## src/lkv_pkg.sv

```systemverilog
// shared types and codes for the linear key-value table
`timescale 1ns / 1ps

package lkv_pkg;

  typedef enum logic [1:0] {
    ST_IDLE  = 2'd0,
    ST_CMP   = 2'd1,
    ST_SWEEP = 2'd2,
    ST_UPD   = 2'd3
  } state_t;

  typedef enum logic [1:0] {
    OP_PUT    = 2'd0,
    OP_GET    = 2'd1,
    OP_DELETE = 2'd2,
    OP_NOP    = 2'd3
  } op_t;

  // per-cycle commands broadcast to every cell
  typedef struct packed {
    logic cmp;
    logic sweep;
    logic wr_val;
    logic append;
    logic shift;
  } cell_ctl_t;

  // result flags from the sequencer in the update cycle
  typedef struct packed {
    logic valid;
    logic found;
    logic drop;
    logic take_value;
  } result_t;

endpackage

```

## src/lkv_cell.sv

```systemverilog
// one table entry with its compare, gather and shift-down logic
`timescale 1ns / 1ps

module lkv_cell
  import lkv_pkg::*;
#(
  parameter int KEY_WIDTH   = 32,
  parameter int VALUE_WIDTH = 32,
  parameter int CNT_W       = 5,
  parameter int IDX         = 0
) (
  input  logic                   clk,
  input  logic                   rst_n,
  input  cell_ctl_t              ctl,
  input  logic [KEY_WIDTH-1:0]   q_key,
  input  logic [VALUE_WIDTH-1:0] q_value,
  input  logic [CNT_W-1:0]       count,
  // from the cell above
  input  logic [KEY_WIDTH-1:0]   nb_key,
  input  logic [VALUE_WIDTH-1:0] nb_value,
  input  logic                   acc_found_in,
  input  logic [VALUE_WIDTH-1:0] acc_value_in,
  // from the cell below
  input  logic                   mark_in,
  output logic [KEY_WIDTH-1:0]   key,
  output logic [VALUE_WIDTH-1:0] value,
  output logic                   acc_found,
  output logic [VALUE_WIDTH-1:0] acc_value,
  output logic                   mark
);

  logic [KEY_WIDTH-1:0]   key_r;
  logic [VALUE_WIDTH-1:0] value_r;
  logic                   hit_r;
  logic                   acc_found_r;
  logic [VALUE_WIDTH-1:0] acc_value_r;
  logic                   mark_r;
  logic                   in_use;
  logic                   is_tail;

  assign in_use  = CNT_W'(IDX) < count;
  assign is_tail = CNT_W'(IDX) == count;

  always_ff @(posedge clk) begin
    if (!rst_n) begin
      hit_r       <= 1'b0;
      acc_found_r <= 1'b0;
      acc_value_r <= '0;
      mark_r      <= 1'b0;
    end else if (ctl.cmp) begin
      hit_r       <= in_use && (key_r == q_key);
      acc_found_r <= 1'b0;
      acc_value_r <= '0;
      mark_r      <= 1'b0;
    end else if (ctl.sweep) begin
      acc_found_r <= acc_found_in | hit_r;
      acc_value_r <= acc_value_in | (hit_r ? value_r : '0);
      mark_r      <= mark_in | hit_r;
    end
  end

  // entry contents, no reset
  always_ff @(posedge clk) begin
    if (ctl.wr_val && hit_r) begin
      value_r <= q_value;
    end else if (ctl.append && is_tail) begin
      key_r   <= q_key;
      value_r <= q_value;
    end else if (ctl.shift && mark_r) begin
      key_r   <= nb_key;
      value_r <= nb_value;
    end
  end

  assign key       = key_r;
  assign value     = value_r;
  assign acc_found = acc_found_r;
  assign acc_value = acc_value_r;
  assign mark      = mark_r;

endmodule

```

## src/lkv_ctrl.sv

```systemverilog
// sequencer: compare, sweep and update phases, entry count
`timescale 1ns / 1ps

module lkv_ctrl
  import lkv_pkg::*;
#(
  parameter int CAPACITY = 16,
  parameter int CNT_W    = 5
) (
  input  logic             clk,
  input  logic             rst_n,
  input  logic             start,
  input  op_t              op,
  input  logic             key_zero,
  input  logic             any_hit,
  output logic             busy,
  output cell_ctl_t        ctl,
  output result_t          res,
  output logic [CNT_W-1:0] count
);

  state_t           state_r, state_nxt;
  logic [CNT_W-1:0] cnt_r, cnt_nxt;
  logic [CNT_W-1:0] count_r, count_nxt;

  always_ff @(posedge clk) begin
    if (!rst_n) begin
      state_r <= ST_IDLE;
      cnt_r   <= '0;
      count_r <= '0;
    end else begin
      state_r <= state_nxt;
      cnt_r   <= cnt_nxt;
      count_r <= count_nxt;
    end
  end

  always_comb begin
    state_nxt = state_r;
    cnt_nxt   = cnt_r;
    count_nxt = count_r;
    ctl       = '0;
    res       = '0;
    unique case (state_r)
      ST_IDLE: begin
        if (start) state_nxt = ST_CMP;
      end
      ST_CMP: begin
        ctl.cmp   = 1'b1;
        cnt_nxt   = '0;
        state_nxt = ST_SWEEP;
      end
      ST_SWEEP: begin
        ctl.sweep = 1'b1;
        if (cnt_r == CNT_W'(CAPACITY - 1)) begin
          state_nxt = ST_UPD;
        end else begin
          cnt_nxt = cnt_r + 1'b1;
        end
      end
      ST_UPD: begin
        res.valid = 1'b1;
        state_nxt = ST_IDLE;
        unique case (op)
          OP_PUT: begin
            if (any_hit) begin
              ctl.wr_val = 1'b1;
              res.found  = 1'b1;
            end else if (count_r < CNT_W'(CAPACITY)) begin
              ctl.append = 1'b1;
              count_nxt  = count_r + 1'b1;
            end else begin
              res.drop = 1'b1;
            end
          end
          OP_GET: begin
            if (any_hit && !key_zero) begin
              res.found      = 1'b1;
              res.take_value = 1'b1;
            end
          end
          OP_DELETE: begin
            if (any_hit) begin
              ctl.shift      = 1'b1;
              res.found      = 1'b1;
              res.take_value = 1'b1;
              count_nxt      = count_r - 1'b1;
            end
          end
          default: ;
        endcase
      end
      default: state_nxt = ST_IDLE;
    endcase
  end

  assign busy  = (state_r != ST_IDLE);
  assign count = count_r;

endmodule

```

## src/linear_key_value_table_top.sv

```systemverilog
// top level of the linear key-value table: a row of entry cells and a sequencer
// the result strobe is registered from the update state, which follows the compare and sweep states
// a new item is taken only once the block is idle again; the pace is set by the gather sweep down the cell row
// the receiver cannot stall: out_strobe is high for exactly one cycle per item
// reset: synchronous active-low rst_n empties the table; entry contents are not cleared
`timescale 1ns / 1ps

module linear_key_value_table_top
  import lkv_pkg::*;
#(
  parameter int CAPACITY    = 16,
  parameter int KEY_WIDTH   = 32,
  parameter int VALUE_WIDTH = 32,
  localparam int CNT_W      = $clog2(CAPACITY + 1)
) (
  input  logic                   clk,
  input  logic                   rst_n,
  input  logic                   start,
  output logic                   busy,
  input  logic [1:0]             in_operation,
  input  logic [KEY_WIDTH-1:0]   in_key,
  input  logic [VALUE_WIDTH-1:0] in_value_in,
  output logic                   out_strobe,
  output logic                   out_found,
  output logic [VALUE_WIDTH-1:0] out_value_out,
  output logic                   out_full_drop,
  output logic [CNT_W-1:0]       out_entries
);

  // latched item
  op_t                    op_r;
  logic [KEY_WIDTH-1:0]   key_r;
  logic [VALUE_WIDTH-1:0] value_r;

  // result registers
  logic                   strobe_r;
  logic                   found_r;
  logic [VALUE_WIDTH-1:0] value_out_r;
  logic                   drop_r;

  cell_ctl_t              ctl;
  result_t                res;
  logic [CNT_W-1:0]       count;
  logic                   accept;

  // per-cell taps of the row
  logic [KEY_WIDTH-1:0]   c_key       [CAPACITY];
  logic [VALUE_WIDTH-1:0] c_value     [CAPACITY];
  logic                   c_acc_found [CAPACITY];
  logic [VALUE_WIDTH-1:0] c_acc_value [CAPACITY];
  logic                   c_mark      [CAPACITY];

  assign accept = start && !busy;

  // capture the item on accept; held for the whole operation
  always_ff @(posedge clk) begin
    if (accept) begin
      op_r    <= op_t'(in_operation);
      key_r   <= in_key;
      value_r <= in_value_in;
    end
  end

  lkv_ctrl #(
    .CAPACITY (CAPACITY),
    .CNT_W    (CNT_W)
  ) u_ctrl (
    .clk      (clk),
    .rst_n    (rst_n),
    .start    (start),
    .op       (op_r),
    .key_zero (key_r == '0),
    .any_hit  (c_acc_found[0]),
    .busy     (busy),
    .ctl      (ctl),
    .res      (res),
    .count    (count)
  );

  // cell i gathers from i+1 (toward cell 0) and marks from i-1 (toward the tail)
  // at the end of the sweep state cell 0 holds the hit value and every cell at or
  // above the hit holds its mark, so a delete shifts the upper part down by one
  for (genvar i = 0; i < CAPACITY; i++) begin : g_cell
    logic [KEY_WIDTH-1:0]   nb_key;
    logic [VALUE_WIDTH-1:0] nb_value;
    logic                   nb_found;
    logic [VALUE_WIDTH-1:0] nb_acc;
    logic                   lo_mark;

    if (i == CAPACITY - 1) begin : g_tail
      assign nb_key   = '0;
      assign nb_value = '0;
      assign nb_found = 1'b0;
      assign nb_acc   = '0;
    end else begin : g_body
      assign nb_key   = c_key[i+1];
      assign nb_value = c_value[i+1];
      assign nb_found = c_acc_found[i+1];
      assign nb_acc   = c_acc_value[i+1];
    end

    if (i == 0) begin : g_head
      assign lo_mark = 1'b0;
    end else begin : g_up
      assign lo_mark = c_mark[i-1];
    end

    lkv_cell #(
      .KEY_WIDTH   (KEY_WIDTH),
      .VALUE_WIDTH (VALUE_WIDTH),
      .CNT_W       (CNT_W),
      .IDX         (i)
    ) u_cell (
      .clk          (clk),
      .rst_n        (rst_n),
      .ctl          (ctl),
      .q_key        (key_r),
      .q_value      (value_r),
      .count        (count),
      .nb_key       (nb_key),
      .nb_value     (nb_value),
      .acc_found_in (nb_found),
      .acc_value_in (nb_acc),
      .mark_in      (lo_mark),
      .key          (c_key[i]),
      .value        (c_value[i]),
      .acc_found    (c_acc_found[i]),
      .acc_value    (c_acc_value[i]),
      .mark         (c_mark[i])
    );
  end

  // result register, loaded in the update cycle
  always_ff @(posedge clk) begin
    if (!rst_n) begin
      strobe_r <= 1'b0;
    end else begin
      strobe_r <= res.valid;
    end
  end

  always_ff @(posedge clk) begin
    if (res.valid) begin
      found_r     <= res.found;
      drop_r      <= res.drop;
      value_out_r <= res.take_value ? c_acc_value[0] : '0;
    end
  end

  assign out_strobe    = strobe_r;
  assign out_found     = found_r;
  assign out_full_drop = drop_r;
  assign out_value_out = value_out_r;
  // count register updates on the same edge as the result register
  assign out_entries   = count;

endmodule

```

## config.mk

```make
export PLATFORM = sky130hd
export DESIGN_NAME = linear_key_value_table_top
export DESIGN_NICKNAME = d
export VERILOG_FILES = /design/src/lkv_pkg.sv /design/src/lkv_cell.sv /design/src/lkv_ctrl.sv /design/src/linear_key_value_table_top.sv
export SDC_FILE = /design/constraint.sdc
export NUM_CORES = 2
export LEC_CHECK = 0
export CORE_MARGIN = 4
export CORE_UTILIZATION = 46
export CTS_CLUSTER_SIZE = 28
export DETAILED_ROUTE_END_ITERATION = 8
export DONT_BUFFER_PORTS = 1
export PLACE_DENSITY_LB_ADDON = 0.2
export SYNTH_ARGS = -nofsm -noshare
export SYNTH_HDL_FRONTEND = slang
export SYNTH_SLANG_ARGS = --single-unit
```

## constraint.sdc

```tcl
create_clock -name clk -period 7.89 [get_ports clk]
set_input_delay 0.789 -clock clk [delete_from_list [all_inputs] [get_ports clk]]
set_output_delay 0.789 -clock clk [all_outputs]
set_load 0.03 [all_outputs]
```

==> flow_summary.toml <==
[run_status]
outcome = "finished, violations left"
violations = "capacitance limit, slew limit"

[yosys]
synthTopCellsByArea = "edfxtp_1 (45%), dfxtp_1 (15%), mux2_2 (13%), a21oi_1 (6.8%), o21ai_0 (3.5%)"
synth_seq_area_share_pct = 60.87
async_reset_ff_share_pct = 0
netlist_area_um2 = 74300
ys_seq_elements = 1697
syn-num-nets = 5908
synth-edff-count = 1124
synth_largest_area_cell = "edfxtp_1"
synth_top_cell_area_share_pct = 45.43
synth_cells = 5823
synth.distinct_cells = 58
yosysWarnings = 0
synth_top_flop_cell = "edfxtp_1"
synth.avg_cell_area_um2 = 12.76

[finish]
mostFrequentLayoutCell = "edfxtp_1"
fin_nets = 5697
layout-drive-gt1-share_pct = 24.15
area_delta_synth_final_pct = 10.29
stdcell_count = 7929
final_cell_mix = "edfxtp_1 (1124), a21oi_1 (1000), mux2_2 (887)"

[floorplanning]
die_y_um = 409.9
dieArea_um2 = 168000
io_pins = 110
coreArea_um2 = 160600
start_util_pct = 46.27
die_w_um = 409.9
rows = 147

[pwr]
vdd_ir_drop_max_mv = 0.2425
clockPowerShare_pct = 37.3
seqPwrFrac_pct = 49.5
pwr-share-comb_pct = 13.3
power_switching_mw = 6.263
power.density_nw_per_um2 = 272.1
internal-power_mw = 16.04
leakagePower_nw = 26.24
swShare_pct = 28.08

[critical_path]
start_kind = "register"
crit_arrival_ps = 4920
worst_r2r_path_depth = 9
critical_path_required_ps = 8340
r2r_slack_ps = 3420
path_class = "register to register"
critPathCaptureType = "register"
path_max_fanout = 41

[sta]
final.period_utilization_pct = 56.61
tightest_slew_ps = 1534
setup_tns_ps = 0
slew_violations = 2
setup_viol = 0
skew_ps = 32.23
clock.fmax_mhz = 223.9
hold_violations = 0
layout_min_cycle_time_ps = 4466
rsz0062_at_grt = "no"
slew_headroom_pct = -3.232

[detailed_routing]
routed_wl_um = 169100
first_pass_iters = 5
wl_per_cell_um = 21.33
drcViolationCount = 0
detail_route.iter0.violations = 3397
antenna_left = 0
via_count = 43369
vias_per_cell = 5.470

[clock_tree]
clk_pin_slew_ps = 60
cts_buffer_depth = 3
postCtsResizedCells = 0
post_cts_buffers = 0
numCtsBuffers = 181
cts_max_level = 4
clkLatencyLatePin_ps = 810
postCtsHoldBufs = 0
clock_sinks = 1697
cts-root-buf = "clkbuf_16"
cts_tree = "done"

[min_path]
worstHoldPathType = "input port to register"
min_delay_path_depth = 0

[global_routing]
grt_usage_pct = 19.79
grt.met1_usage_pct = 30.22
use_met3_pct = 3.052
overflow = 0
grt_max_degree = 258
grt_pass1_vias = 43190
antenna_found_initial = 4
gr-usage-met2_pct = 29.35
grt.busiest_layer = "met1"
grt_pass1_wl_um = 264600

[placed_design]
gp_congestion = 0.8674
port_buffers = 0
dp_cells = 7589
dp_hpwl_um = 113200

[run]
maxCapViolations = 1
-- registers in the layout (all words and copies together), names as in the netlist --
name and flops:
out_value_out 32, key_r 32, g_cell.u_cell.value 512, g_cell.u_cell.acc_value 512
g_cell.u_cell.acc_found 16, u_ctrl.state_r 2, u_ctrl.count 5, out_full_drop 1
g_cell.u_cell.mark 16, g_cell.u_cell.key 512, out_strobe 1, value_r 32
op_r 2, g_cell.u_cell.hit_r 16, out_found 1, u_ctrl.cnt_r 5
-- metrics by stage --
step	area (um^2)	power (mW)	hold WS, ps	util, %	worst slack, ps
after floorplan	74300	12.98	461.8	-	2553
after CTS	81940	22.51	6.679	51.03	3438
after global routing	81940	23.31	31.55	51.03	3184
after detailed placement	76050	14.16	495.5	47.36	3454
after global placement	76050	14.11	474.6	47.36	3435
final	81940	22.30	78.73	51.03	3424
-- cell type report --
class / instances / area, um^2
multi-input cells: 3580 / 26960
inverters: 16 / 60.06
clock inverters: 67 / 683.2
well taps: 2160 / 2703
diodes: 1 / 2.502
clock buffers: 272 / 5201
fillers: 13734 / 78620
flip-flops and latches: 1697 / 45230
repair buffers: 136 / 1109
-- final timing paths --
| path | from | end |
|---|---|---|
| worst min register to register | g_cell[14].u_cell.acc_value[4] | g_cell[13].u_cell.acc_value[4] |
| worst max register to register | u_ctrl.state_r[1] | g_cell[11].u_cell.value[16] |
| worst min-delay path | in_value_in[16] | value_r[16] |
| worst max-delay path | u_ctrl.state_r[1] | g_cell[11].u_cell.value[16] |
-- synthesized netlist by cell type (2+ instances only) --
cell type and instances:
buf_2 66, mux2i_1 3, nor2_2 2, nand2_1 60, a21boi_4 4, o2111ai_1 2, and2_1 70, a22o_1 2
a211oi_1 4, xor2_1 231, nor3_1 17, a22oi_1 41, inv_1 15, nand4_1 83, nor2b_1 34, a22oi_2 4
or4_1 2, buf_4 22, dfxtp_1 573, nor4_1 75, nand3_4 2, nand3_1 20, mux2_1 16, xnor2_1 287
a31oi_1 2, edfxtp_1 1124, or2_1 3, nor2_1 83, mux2_2 887, o21ai_0 524, nand2b_1 2, a21oi_1 1007
ha_1 16, buf_6 17, a21o_1 8, nor3b_1 2, o22ai_1 4, a21boi_0 3, buf_1 35, mux2_4 58
a2111oi_0 2, and3_1 6, clkbuf_1 390
-- power by group through the flow --
stage	clock network, mW	registers (mW)	logic (mW)
2_1_floorplan	0	10.8	2.17
3_3_place_gp	0	11.2	2.91
3_5_place_dp	0	11.2	2.93
4_1_cts	8.50	11.0	2.96
5_1_grt	8.88	11.2	3.28
6_report	8.31	11.0	2.96
-- worst max-delay path: stages, from the launching register on --
cell,delay (ps)
dfxtp_1,400
ha_2,800
nor4bb_2,340
buf_4,280
nand3_1,350
nor2_4,900
a21o_1,140
buf_4,360
a21o_1,140
buf_4,350
-- cell families (layout without fill, tap and decap cells) --
group,count (synthesis),in the layout,share of synthesized area (%)
multiplexers,964,964,14.90
flip-flops,1697,1697,60.87
other,0,1,0
AO/OA/AOI/OAI,1611,1611,11.21
adder cells (fa/ha/maj),16,16,0.2694
AND/OR/NAND/NOR,471,471,3.493
buffers and inverters,546,491,3.153
XOR/XNOR,518,518,6.106
-- per-layer routing --
layer	part of all wire (%)	wire (um)
met1	50	84320
met2	43	72850
met3	4.7	7976
met4	2.3	3945
met5	0.0041	7
Power figures use the tool's default switching activity.
